### config.mk
export PLATFORM = sky130hd
export DESIGN_NAME = two_tank_model_linearizer_core
export DESIGN_NICKNAME = d
export VERILOG_FILES = /design/src/rtl/core/ttml_pkg.sv /design/src/rtl/core/ttml_mdu.sv /design/src/rtl/core/two_tank_model_linearizer_core.sv
export SDC_FILE = /design/constraint.sdc
export NUM_CORES = 2
export LEC_CHECK = 0
export BUFFER_PORTS_ARGS = -buffer_cell sky130_fd_sc_hd__buf_2
export CORE_ASPECT_RATIO = 2
export CORE_MARGIN = 1
export CORE_UTILIZATION = 40
export DETAILED_ROUTE_END_ITERATION = 10
export PLACE_DENSITY = 0.63
export REMOVE_ABC_BUFFERS = 1
export SYNTH_ARGS = -nofsm -noshare
export SYNTH_HDL_FRONTEND = slang
export SYNTH_HIERARCHICAL = 1
export SYNTH_SLANG_ARGS = --single-unit
### constraint.sdc
create_clock -name i_clk -period 28.5 [get_ports i_clk]
set_input_delay 1.425 -clock i_clk [delete_from_list [all_inputs] [get_ports i_clk]]
set_output_delay 1.425 -clock i_clk [all_outputs]
set_load 0.01 [all_outputs]
### src/rtl/core/ttml_pkg.sv
`default_nettype none
package ttml_pkg;

    typedef enum logic [0:0] {
        MDU_MUL,
        MDU_DIV
    } t_mdu_op;

    typedef struct packed {
        logic    start;
        t_mdu_op op;
    } t_mdu_req;

    typedef enum logic [4:0] {
        S_IDLE,
        S_SQRT,
        S_SQRT_END,
        S_WAIT,
        S_Q10,
        S_DEN1,
        S_R1NUM,
        S_R1,
        S_EXP_INIT,
        S_EXP_T,
        S_EXP_K,
        S_EXP_P,
        S_EXP_PM,
        S_EXP_DONE,
        S_EULER,
        S_EUL_D,
        S_EUL_N,
        S_POW,
        S_R2NUM,
        S_R2,
        S_FIN1,
        S_FIN2,
        S_FIN3
    } t_state;

    localparam logic [63:0] ONE_Q30    = 64'd1 << 30;
    localparam logic [63:0] D_CAP      = 64'd1 << 62;
    localparam logic [63:0] W24        = 64'hFF_FFFF;
    localparam logic [63:0] KV1_Q30    = ((64'd2113 << 30) + 64'd5000) / 64'd10000;
    localparam logic [63:0] KV2_Q30    = ((64'd4336 << 30) + 64'd5000) / 64'd10000;
    localparam logic [63:0] TG2_Q24    = ((64'd42687 << 24) + 64'd5000) / 64'd10000;
    localparam logic [63:0] TWO_PI_Q24 =
        (64'd6283185307 * 64'd16777216 + 64'd500000000) / 64'd1000000000;
    localparam logic [63:0] KK1        = (KV1_Q30 * KV1_Q30) >> 30;
    localparam logic [63:0] KV2SQ      = (KV2_Q30 * KV2_Q30) >> 30;
    localparam logic [63:0] KV3        = (KV2SQ * KV2_Q30) >> 30;
    localparam logic [63:0] KV6        = (KV3 * KV3) >> 30;
    localparam logic [63:0] TG2SQ      = (TG2_Q24 * TG2_Q24) >> 24;
    localparam logic [63:0] CNUM       = (TG2SQ * KV6) >> 24;
    localparam logic [63:0] CQ         = (CNUM << 24) / TWO_PI_Q24;

    // e^-1, e^-2, e^-4, e^-8, e^-16 in Q30, each the floor square of the last
    localparam logic [63:0] EXP_P0 = 64'd395007542;
    localparam logic [63:0] EXP_P1 = (EXP_P0 * EXP_P0) >> 30;
    localparam logic [63:0] EXP_P2 = (EXP_P1 * EXP_P1) >> 30;
    localparam logic [63:0] EXP_P3 = (EXP_P2 * EXP_P2) >> 30;
    localparam logic [63:0] EXP_P4 = (EXP_P3 * EXP_P3) >> 30;

    localparam int EXP_TERMS = 14;
    localparam int EXP_BITS  = 5;
    localparam int POW_MULS  = 4;

    function automatic logic [63:0] exp_factor(input logic [2:0] idx);
        logic [63:0] f;
        case (idx)
            3'd0:    f = EXP_P0;
            3'd1:    f = EXP_P1;
            3'd2:    f = EXP_P2;
            3'd3:    f = EXP_P3;
            3'd4:    f = EXP_P4;
            default: f = 64'd0;
        endcase
        return f;
    endfunction

endpackage
`default_nettype wire

### src/rtl/core/ttml_mdu.sv
`default_nettype none
// Shared bit-serial unit: 64x32 multiply and 64/64 divide.
module ttml_mdu (
    input  wire logic              i_clk,
    input  wire logic              i_rst_n,
    input  wire ttml_pkg::t_mdu_req i_req,
    input  wire logic [63:0]       i_a,
    input  wire logic [63:0]       i_b,
    output logic                   o_done,
    output logic [95:0]            o_res
);
    import ttml_pkg::*;

    logic        r_busy;
    logic        r_done;
    t_mdu_op     r_op;
    logic [5:0]  r_cnt;
    logic [95:0] r_acc;
    logic [95:0] r_mc;
    logic [31:0] r_mp;
    logic [64:0] r_rem;
    logic [63:0] r_nq;
    logic [63:0] r_den;

    logic [64:0] w_rem_sh;
    logic        w_ge;
    logic        w_last;

    assign w_rem_sh = {r_rem[63:0], r_nq[63]};
    assign w_ge     = (w_rem_sh >= {1'b0, r_den});
    assign w_last   = (r_op == MDU_DIV) ? (r_cnt == 6'd63) : (r_cnt == 6'd31);

    always_ff @(posedge i_clk) begin
        if (!i_rst_n) begin
            r_busy <= 1'b0;
            r_done <= 1'b0;
            r_op   <= MDU_MUL;
            r_cnt  <= 6'd0;
        end else begin
            r_done <= 1'b0;
            if (i_req.start) begin
                r_busy <= 1'b1;
                r_op   <= i_req.op;
                r_cnt  <= 6'd0;
            end else if (r_busy) begin
                r_cnt <= r_cnt + 6'd1;
                if (w_last) begin
                    r_busy <= 1'b0;
                    r_done <= 1'b1;
                end
            end
        end
    end

    always_ff @(posedge i_clk) begin
        if (i_req.start) begin
            r_acc <= 96'd0;
            r_mc  <= {32'd0, i_a};
            r_mp  <= i_b[31:0];
            r_rem <= 65'd0;
            r_nq  <= i_a;
            r_den <= i_b;
        end else if (r_busy) begin
            if (r_op == MDU_MUL) begin
                if (r_mp[0]) begin
                    r_acc <= r_acc + r_mc;
                end
                r_mc <= {r_mc[94:0], 1'b0};
                r_mp <= {1'b0, r_mp[31:1]};
            end else begin
                // restoring step: numerator shifts out the top, quotient fills the bottom
                if (w_ge) begin
                    r_rem <= w_rem_sh - {1'b0, r_den};
                end else begin
                    r_rem <= w_rem_sh;
                end
                r_nq <= {r_nq[62:0], w_ge};
            end
        end
    end

    assign o_done = r_done;
    assign o_res  = (r_op == MDU_DIV) ? {32'd0, r_nq} : r_acc;

endmodule
`default_nettype wire

### src/rtl/core/two_tank_model_linearizer_core.sv
// Work runs on one shared bit-serial mul/div. The shortest path (empty tank or full tank, zero outflow)
// skips both poles; the longest evaluates both poles and applies every exp factor.
// Each exponential takes 14 multiplies and 14 divides; every transaction also runs a 32-step sqrt.
// A new transaction is accepted only once the last has finished; a result may wait in the output register
// while the next transaction is accepted.
// Reset (synchronous, active low): level cleared to 0, sample_time set to 6554.
`default_nettype none
module two_tank_model_linearizer_core #(
    parameter int FRAC_BITS = 16
) (
    input  wire logic        i_clk,
    input  wire logic        i_rst_n,
    input  wire logic        i_cfg_we,
    input  wire logic [23:0] i_cfg_wdata,
    input  wire logic        i_in_valid,
    output logic             o_in_stall,
    input  wire logic [23:0] i_inflow,
    input  wire logic [23:0] i_outflow,
    output logic             o_out_valid,
    input  wire logic        i_out_stall,
    output logic signed [31:0] o_coef_b0,
    output logic signed [31:0] o_coef_a1,
    output logic signed [31:0] o_coef_a2,
    output logic [1:0]       o_model_delay,
    output logic             o_tank_full
);
    import ttml_pkg::*;

    localparam logic [63:0] A1_F  = ((64'd7329 << FRAC_BITS) + 64'd5000) / 64'd10000;
    localparam logic [63:0] H1_F  = ((64'd46526 << FRAC_BITS) + 64'd5000) / 64'd10000;
    localparam logic [63:0] H_CAP = (H1_F < W24) ? H1_F : W24;

    t_state      r_state, n_state;
    t_state      r_ret, n_ret;
    logic [23:0] r_ts;
    logic [23:0] r_level, n_level;
    logic [23:0] r_u, n_u;
    logic [23:0] r_y, n_y;
    logic [23:0] r_h, n_h;
    logic [63:0] r_srem, n_srem;
    logic [63:0] r_root, n_root;
    logic [63:0] r_sbit, n_sbit;
    logic [4:0]  r_cnt, n_cnt;
    logic [31:0] r_q10, n_q10;
    logic        r_full, n_full;
    logic [63:0] r_den1, n_den1;
    logic [30:0] r_e1, n_e1;
    logic [30:0] r_e2, n_e2;
    logic [63:0] r_d, n_d;
    logic        r_up, n_up;
    logic        r_xsel, n_xsel;
    logic [63:0] r_xr, n_xr;
    logic [4:0]  r_xn, n_xn;
    logic [29:0] r_xf, n_xf;
    logic signed [33:0] r_sum, n_sum;
    logic [3:0]  r_k, n_k;
    logic [2:0]  r_j, n_j;
    logic [30:0] r_xres, n_xres;
    logic [31:0] r_b0, n_b0;
    logic        r_out_valid, n_out_valid;
    logic [31:0] r_ob0, n_ob0;
    logic [31:0] r_oa1, n_oa1;
    logic [31:0] r_oa2, n_oa2;
    logic        r_ofull, n_ofull;

    t_mdu_req    w_req;
    logic [63:0] w_a;
    logic [63:0] w_b;
    logic        w_done;
    logic [95:0] w_res;

    logic [63:0] w_rb;
    logic [95:0] w_shf;
    logic [63:0] w_dn;
    logic [30:0] w_term;
    logic signed [33:0] w_sum;
    logic [31:0] w_diff;
    logic [64:0] w_nh;
    logic [63:0] w_delta;
    logic [30:0] w_b10;
    logic [30:0] w_b20;

    ttml_mdu u_mdu (
        .i_clk   (i_clk),
        .i_rst_n (i_rst_n),
        .i_req   (w_req),
        .i_a     (w_a),
        .i_b     (w_b),
        .o_done  (w_done),
        .o_res   (w_res)
    );

    assign w_rb    = r_root + r_sbit;
    assign w_shf   = w_res >> FRAC_BITS;
    assign w_dn    = (w_shf > {32'd0, D_CAP}) ? D_CAP : w_shf[63:0];
    assign w_term  = w_res[30:0];
    assign w_sum   = r_k[0] ? (r_sum - $signed({3'd0, w_term})) : (r_sum + $signed({3'd0, w_term}));
    assign w_diff  = ({8'd0, r_u} >= r_q10) ? ({8'd0, r_u} - r_q10) : (r_q10 - {8'd0, r_u});
    assign w_delta = w_res[63:0];
    assign w_b10   = ONE_Q30[30:0] - r_e1;
    assign w_b20   = ONE_Q30[30:0] - r_e2;

    always_comb begin
        n_state = r_state;  n_ret = r_ret;   n_level = r_level;
        n_u = r_u;          n_y = r_y;       n_h = r_h;
        n_srem = r_srem;    n_root = r_root; n_sbit = r_sbit;  n_cnt = r_cnt;
        n_q10 = r_q10;      n_full = r_full; n_den1 = r_den1;
        n_e1 = r_e1;        n_e2 = r_e2;     n_d = r_d;        n_up = r_up;
        n_xsel = r_xsel;    n_xr = r_xr;     n_xn = r_xn;      n_xf = r_xf;
        n_sum = r_sum;      n_k = r_k;       n_j = r_j;        n_xres = r_xres;
        n_b0 = r_b0;
        n_ob0 = r_ob0;      n_oa1 = r_oa1;   n_oa2 = r_oa2;    n_ofull = r_ofull;
        n_out_valid = r_out_valid && i_out_stall;
        w_req.start = 1'b0;
        w_req.op    = MDU_MUL;
        w_a = 64'd0;
        w_b = 64'd0;
        w_nh = 65'd0;
        unique case (r_state)
            S_IDLE: begin
                if (i_in_valid) begin
                    n_u    = i_inflow;
                    n_y    = i_outflow;
                    n_h    = r_level;
                    n_e1   = 31'd0;
                    n_e2   = 31'd0;
                    n_srem = {40'd0, r_level} << FRAC_BITS;
                    n_root = 64'd0;
                    n_sbit = 64'd1 << 62;
                    n_cnt  = 5'd0;
                    n_state = S_SQRT;
                end
            end
            S_SQRT: begin
                if (r_srem >= w_rb) begin
                    n_srem = r_srem - w_rb;
                    n_root = {1'b0, r_root[63:1]} + r_sbit;
                end else begin
                    n_root = {1'b0, r_root[63:1]};
                end
                n_sbit = {2'd0, r_sbit[63:2]};
                n_cnt  = r_cnt + 5'd1;
                if (r_cnt == 5'd31) begin
                    n_state = S_SQRT_END;
                end
            end
            S_SQRT_END: begin
                w_req.start = 1'b1;
                w_a = r_root;
                w_b = KV1_Q30;
                n_ret = S_Q10;
                n_state = S_WAIT;
            end
            S_WAIT: begin
                if (w_done) begin
                    n_state = r_ret;
                end
            end
            S_Q10: begin
                n_q10  = w_res[61:30];
                n_full = ({40'd0, r_h} >= H1_F);
                w_req.start = 1'b1;
                w_a = {32'd0, w_res[61:30]};
                w_b = A1_F;
                n_ret = S_DEN1;
                n_state = S_WAIT;
            end
            S_DEN1: begin
                n_den1 = {w_shf[62:0], 1'b0};
                if (!r_full && ({w_shf[62:0], 1'b0} != 64'd0)) begin
                    w_req.start = 1'b1;
                    w_a = KK1;
                    w_b = {40'd0, r_ts};
                    n_ret = S_R1NUM;
                    n_state = S_WAIT;
                end else begin
                    n_state = S_EULER;
                end
            end
            S_R1NUM: begin
                w_req.start = 1'b1;
                w_req.op = MDU_DIV;
                w_a = w_res[63:0];
                w_b = r_den1;
                n_ret = S_R1;
                n_state = S_WAIT;
            end
            S_R1: begin
                n_xr = w_res[63:0];
                n_xsel = 1'b0;
                n_state = S_EXP_INIT;
            end
            S_EXP_INIT: begin
                if (r_xr[63:35] != 29'd0) begin
                    n_xres = 31'd0;
                    n_state = S_EXP_DONE;
                end else begin
                    n_xn  = r_xr[34:30];
                    n_xf  = r_xr[29:0];
                    n_sum = $signed({3'd0, ONE_Q30[30:0]});
                    n_k   = 4'd1;
                    w_req.start = 1'b1;
                    w_a = ONE_Q30;
                    w_b = {34'd0, r_xr[29:0]};
                    n_ret = S_EXP_T;
                    n_state = S_WAIT;
                end
            end
            S_EXP_T: begin
                w_req.start = 1'b1;
                w_req.op = MDU_DIV;
                w_a = w_res[93:30];
                w_b = {60'd0, r_k};
                n_ret = S_EXP_K;
                n_state = S_WAIT;
            end
            S_EXP_K: begin
                n_sum = w_sum;
                if (r_k == 4'(EXP_TERMS)) begin
                    if (w_sum < 0) begin
                        n_xres = 31'd0;
                    end else if (w_sum > $signed({3'd0, ONE_Q30[30:0]})) begin
                        n_xres = ONE_Q30[30:0];
                    end else begin
                        n_xres = w_sum[30:0];
                    end
                    n_j = 3'd0;
                    n_state = S_EXP_P;
                end else begin
                    n_k = r_k + 4'd1;
                    w_req.start = 1'b1;
                    w_a = {33'd0, w_term};
                    w_b = {34'd0, r_xf};
                    n_ret = S_EXP_T;
                    n_state = S_WAIT;
                end
            end
            S_EXP_P: begin
                if (r_j == 3'(EXP_BITS)) begin
                    n_state = S_EXP_DONE;
                end else if (r_xn[r_j]) begin
                    w_req.start = 1'b1;
                    w_a = {33'd0, r_xres};
                    w_b = exp_factor(r_j);
                    n_ret = S_EXP_PM;
                    n_state = S_WAIT;
                end else begin
                    n_j = r_j + 3'd1;
                end
            end
            S_EXP_PM: begin
                n_xres = w_res[60:30];
                n_j = r_j + 3'd1;
                n_state = S_EXP_P;
            end
            S_EXP_DONE: begin
                if (!r_xsel) begin
                    n_e1 = r_xres;
                    n_state = S_EULER;
                end else begin
                    n_e2 = r_xres;
                    n_state = S_FIN1;
                end
            end
            S_EULER: begin
                n_up = ({8'd0, r_u} >= r_q10);
                w_req.start = 1'b1;
                w_a = {32'd0, w_diff};
                w_b = {40'd0, r_ts};
                n_ret = S_EUL_D;
                n_state = S_WAIT;
            end
            S_EUL_D: begin
                w_req.start = 1'b1;
                w_req.op = MDU_DIV;
                w_a = w_res[63:0];
                w_b = A1_F;
                n_ret = S_EUL_N;
                n_state = S_WAIT;
            end
            S_EUL_N: begin
                if (r_up) begin
                    w_nh = {41'd0, r_h} + {1'b0, w_delta};
                end else if (w_delta >= {40'd0, r_h}) begin
                    w_nh = 65'd0;
                end else begin
                    w_nh = {41'd0, r_h} - {1'b0, w_delta};
                end
                if (w_nh > {1'b0, H_CAP}) begin
                    n_level = H_CAP[23:0];
                end else begin
                    n_level = w_nh[23:0];
                end
                n_cnt = 5'd0;
                if (r_y == 24'd0) begin
                    n_state = S_FIN1;
                end else begin
                    w_req.start = 1'b1;
                    w_a = {40'd0, r_y};
                    w_b = {40'd0, r_y};
                    n_ret = S_POW;
                    n_state = S_WAIT;
                end
            end
            S_POW: begin
                n_d = w_dn;
                if (r_cnt == 5'(POW_MULS - 1)) begin
                    if (w_dn == 64'd0) begin
                        n_state = S_FIN1;
                    end else begin
                        w_req.start = 1'b1;
                        w_a = CQ;
                        w_b = {40'd0, r_ts};
                        n_ret = S_R2NUM;
                        n_state = S_WAIT;
                    end
                end else begin
                    n_cnt = r_cnt + 5'd1;
                    w_req.start = 1'b1;
                    w_a = w_dn;
                    w_b = {40'd0, r_y};
                    n_ret = S_POW;
                    n_state = S_WAIT;
                end
            end
            S_R2NUM: begin
                w_req.start = 1'b1;
                w_req.op = MDU_DIV;
                w_a = w_res[63:0];
                w_b = r_d;
                n_ret = S_R2;
                n_state = S_WAIT;
            end
            S_R2: begin
                n_xr = w_res[63:0];
                n_xsel = 1'b1;
                n_state = S_EXP_INIT;
            end
            S_FIN1: begin
                w_req.start = 1'b1;
                w_a = {33'd0, w_b10};
                w_b = {33'd0, w_b20};
                n_ret = S_FIN2;
                n_state = S_WAIT;
            end
            S_FIN2: begin
                n_b0 = w_res[61:30];
                w_req.start = 1'b1;
                w_a = {33'd0, r_e1};
                w_b = {33'd0, r_e2};
                n_ret = S_FIN3;
                n_state = S_WAIT;
            end
            S_FIN3: begin
                // hold here while the previous result is still unclaimed
                if (!r_out_valid || !i_out_stall) begin
                    n_ob0   = r_b0;
                    n_oa1   = 32'd0 - ({1'b0, r_e1} + {1'b0, r_e2});
                    n_oa2   = w_res[61:30];
                    n_ofull = r_full;
                    n_out_valid = 1'b1;
                    n_state = S_IDLE;
                end
            end
            default: begin
                n_state = S_IDLE;
            end
        endcase
    end

    always_ff @(posedge i_clk) begin
        if (!i_rst_n) begin
            r_state     <= S_IDLE;
            r_ret       <= S_IDLE;
            r_ts        <= 24'd6554;
            r_level     <= 24'd0;
            r_out_valid <= 1'b0;
        end else begin
            r_state     <= n_state;
            r_ret       <= n_ret;
            r_level     <= n_level;
            r_out_valid <= n_out_valid;
            if (i_cfg_we) begin
                r_ts <= i_cfg_wdata;
            end
        end
    end

    always_ff @(posedge i_clk) begin
        r_u <= n_u;       r_y <= n_y;       r_h <= n_h;
        r_srem <= n_srem; r_root <= n_root; r_sbit <= n_sbit; r_cnt <= n_cnt;
        r_q10 <= n_q10;   r_full <= n_full; r_den1 <= n_den1;
        r_e1 <= n_e1;     r_e2 <= n_e2;     r_d <= n_d;       r_up <= n_up;
        r_xsel <= n_xsel; r_xr <= n_xr;     r_xn <= n_xn;     r_xf <= n_xf;
        r_sum <= n_sum;   r_k <= n_k;       r_j <= n_j;       r_xres <= n_xres;
        r_b0 <= n_b0;
        r_ob0 <= n_ob0;   r_oa1 <= n_oa1;   r_oa2 <= n_oa2;   r_ofull <= n_ofull;
    end

    assign o_in_stall    = (r_state != S_IDLE);
    assign o_out_valid   = r_out_valid;
    assign o_coef_b0     = $signed(r_ob0);
    assign o_coef_a1     = $signed(r_oa1);
    assign o_coef_a2     = $signed(r_oa2);
    assign o_model_delay = r_ofull ? 2'd1 : 2'd2;
    assign o_tank_full   = r_ofull;

endmodule
`default_nettype wire

==> flow_summary.json <==
{
  "clock_tree.htree_level_count": 3,
  "route.detailed.vias_per_inst": 6.266,
  "cts-resized-gates": 0,
  "postSynthRegisterBits": 1245,
  "routabilityCongestion": 1.038,
  "finish.net_count": 9058,
  "final_layout_size_suffix_gt1_share_pct": 9.133,
  "peakVddDrop_uv": 154.2,
  "combinationalPowerShare_pct": 54.4,
  "synth.top_cell.area_share_pct": 37.11,
  "internal_portion_of_total_power_uw": 5263,
  "synth.largest_area_cell": "edfxtp_1",
  "dieArea_um2": 201200,
  "tritoncts_clock_tree": "yes",
  "routed_wirelength_um": 339100,
  "drv.max_cap_violation_count": 4,
  "avgRoutedWirePerCell_um": 30.36,
  "post_synth_main_area_contributors": "edfxtp_1 37%, ha_1 7.7%, dfxtp_1 6.5%",
  "finalHoldViolations": 0,
  "timing.clock.skew_ns": 0.08806,
  "globalRouteTotalUtil_pct": 32.86,
  "seqPwrFrac_pct": 28.2,
  "startpoint_type_of_the_worst_setup_path": "flop",
  "cts.repair_timing.setup_buffer_count": 0,
  "cts_buffers": 116,
  "via_total_after_detailed_routing": 69990,
  "initial_core_util_pct": 40.26,
  "synth-edff-count": 985,
  "floorplan.die.width_um": 317.7,
  "static-leakage-power_uw": 0.03370,
  "detail_route.first_pass.iterations": 10,
  "multi_input_comb_area_um2": 41640,
  "pwr-share-clk_pct": 17.4,
  "layout-area-overhead-vs-synth_pct": 10.10,
  "core_region_area_um2": 198000,
  "post-dp-hpwl_um": 256500,
  "pin_count_of_the_biggest_net_entering_global_routing": 162,
  "wp_data_required_ns": 28.87,
  "drt_iter0_markers": 7273,
  "final-seq-area_um2": 34790,
  "synthCells": 8483,
  "critical_path_class": "reg -> reg",
  "postPlaceCellArea_um2": 83510,
  "clock-sinks": 1245,
  "global_route_wire_length_before_repair_um": 481600,
  "switching_part_of_the_total_power_pct": 47.95,
  "clkTransAtPathRegs_ns": 0.07,
  "rsz0062_at_grt": "no",
  "period_share_pct": 30.07,
  "worst-slew-pin-transition_ns": 1.589,
  "floorplan.rows": 231,
  "ys.flop_type": "edfxtp_1",
  "antenna_found_initial": 28,
  "worstHoldPathType": "reg -> reg",
  "cts-root-buf": "clkbuf_16",
  "post-route-drc-count": 0,
  "layout.filler_cells": 18920,
  "final_design_area_no_fill_um2": 87770,
  "slew-limit-headroom_pct": -6.297,
  "io_pins": 178,
  "critical_path_peak_fanout": 161,
  "fin_crit_ns": 8.570,
  "max_clock_freq_mhz": 116.7,
  "antenna_violating_nets_post_route": 0,
  "postCtsHoldBufs": 0,
  "report.final.slew_viol_count": 5,
  "grt.overflow.total": 0,
  "run_status": "finished with violations",
  "fp.dieH_um": 633.3,
  "timing.setup.tns_ns": 0,
  "synth.distinct_cells": 100,
  "number_of_global_route_vias_before_repair": 69150,
  "syn-mean-instance-area_um2": 9.397,
  "asyncSetResetFlopFracSynth_pct": 0,
  "worst_skew_pair.late_latency_ns": 0.81,
  "clockBufferDepth": 3,
  "worst_setup_path_end_kind": "flop",
  "synth-warning-count": 6,
  "setup_violations": 0,
  "arrival_time_of_data_at_the_critical_path_endpoint_ns": 8.94,
  "seq_area_frac_synth_pct": 43.64,
  "pwr_density_cell_nw_per_um2": 115.2,
  "violations": "capacitance limit, slew limit",
  "power.net_switching_uw": 4848,
  "syn-cell-area_um2": 79710,
  "buffer_ports.inserted": 177
}
==> metrics by stage <==
step           power, uW  hold WS [ns]  cells  setup WS, ns  utilization, %
6_report           10110        0.4190  11170         19.93           44.33
5_1_grt            10570        0.4230  11150         19.96           44.31
4_1_cts             9969        0.4153  11150         20.51           44.29
3_5_place_dp        8194        0.4045  10930         20.48           42.18
3_3_place_gp        8156        0.4013  10930         20.25           42.18
2_1_floorplan       6256        0.4003   8032         5.382               -
==> flip-flops by register name, summed over array words and instances, names as in the netlist, 63 cells and up <==
name and cells:
r_srem 64, r_root 64, u_mdu/r_rem 64, r_xr 64
u_mdu/r_mc 96, r_den1 63, u_mdu/r_nq 64, u_mdu/r_acc 96
u_mdu/r_den 64, r_d 64
==> power by group through the flow <==
| stage | combinational (uW) | sequential (uW) | clock (uW) |
|---|---|---|---|
| after detailed placement | 5320 | 2870 | 0 |
| after global placement | 5290 | 2870 | 0 |
| final | 5500 | 2860 | 1760 |
| after global routing | 5860 | 2870 | 1840 |
| after CTS | 5350 | 2840 | 1780 |
| after floorplan | 3550 | 2710 | 0 |
==> synthesized netlist by cell type, types with 38 or more instances <==
cell,number
a21o_1,195
and3_1,69
a221oi_1,68
o31ai_1,38
a211oi_1,87
nor2b_1,116
a21oi_1,645
o21ai_0,592
ha_1,492
nor4_1,71
nand2_1,960
a22oi_1,63
nor3_1,136
edfxtp_1,985
mux2_2,104
and2_1,148
nand2b_1,63
o21bai_1,87
o21a_1,67
a222oi_1,75
xor2_1,207
nor2_1,592
a31oi_1,130
inv_1,482
a22o_1,58
or2_2,42
dfxtp_1,260
mux2i_1,83
o211ai_1,50
nand3_1,156
xnor2_1,316
clkbuf_1,395
nand4_1,153
==> placed cells by master, fill, tap and decap left out, types with 195 or more instances in the layout <==
cell | netlist | layout
o21ai_0 | 592 | 590
xnor2_1 | 316 | 314
a21oi_1 | 645 | 639
inv_1 | 482 | 479
nor2_1 | 592 | 581
edfxtp_1 | 985 | 985
dfxtp_1 | 260 | 259
nand2_1 | 960 | 956
a21o_1 | 195 | 195
xor2_1 | 207 | 207
ha_1 | 492 | 492
==> worst max-delay path: stages (launching register included) <==
cell and delay [ns]:
dfxtp_4 0.36, buf_4 0.66, mux2_2 0.65, or4_4 0.71, nor4_4 0.93, and4_4 0.61
nand3_1 0.28, or2_2 0.50, inv_1 0.12, nand2_1 0.06, a2111oi_0 0.64, nand2_1 0.18
or3_4 0.54, buf_12 0.28, nand2b_4 0.57, buf_4 0.57
==> cell families after synthesis <==
logic type	share of synthesized area [%]
other	0.004704
XOR/XNOR	5.747
AO/OA/AOI/OAI	20.02
flip-flops	43.64
buffers and inverters	4.481
multiplexers	2.540
AND/OR/NAND/NOR	15.62
adder cells (fa/ha/maj)	7.949
==> final cells by class <==
| class | count | share of cell area [%] |
|---|---|---|
| clock inverter | 77 | 1.156 |
| multi-input combinational | 6303 | 47.45 |
| tap | 2563 | 3.654 |
| clock buffer | 145 | 3.608 |
| sequential | 1245 | 39.64 |
| timing repair buffer | 330 | 2.361 |
| inverter | 484 | 2.076 |
| antenna | 22 | 0.06273 |
==> metal layers <==
metal  vias up  GRT usage (%)  share of wire, %  routed length, um
met1     33970          32.29                33             110200
met5         -              0             0.043                145
met4        20          30.97                11              38000
li1      31250              -                 -                  -
met3      1317          5.825               6.9              23280
met2      3438          58.33                49             167400
==> path summary, 6_finish.rpt <==
check             start       endpoint  slack (ns)  depth (start not counted)
min            r_b0[20]  o_coef_b0[20]        0.42                          0
min reg2reg    r_b0[20]  o_coef_b0[20]        0.42                          0
max          u_mdu/r_op  u_mdu/r_mp[2]       19.93                         15
max reg2reg  u_mdu/r_op  u_mdu/r_mp[2]       19.93                         15
Note: power is estimated with default switching activity, not from simulation.
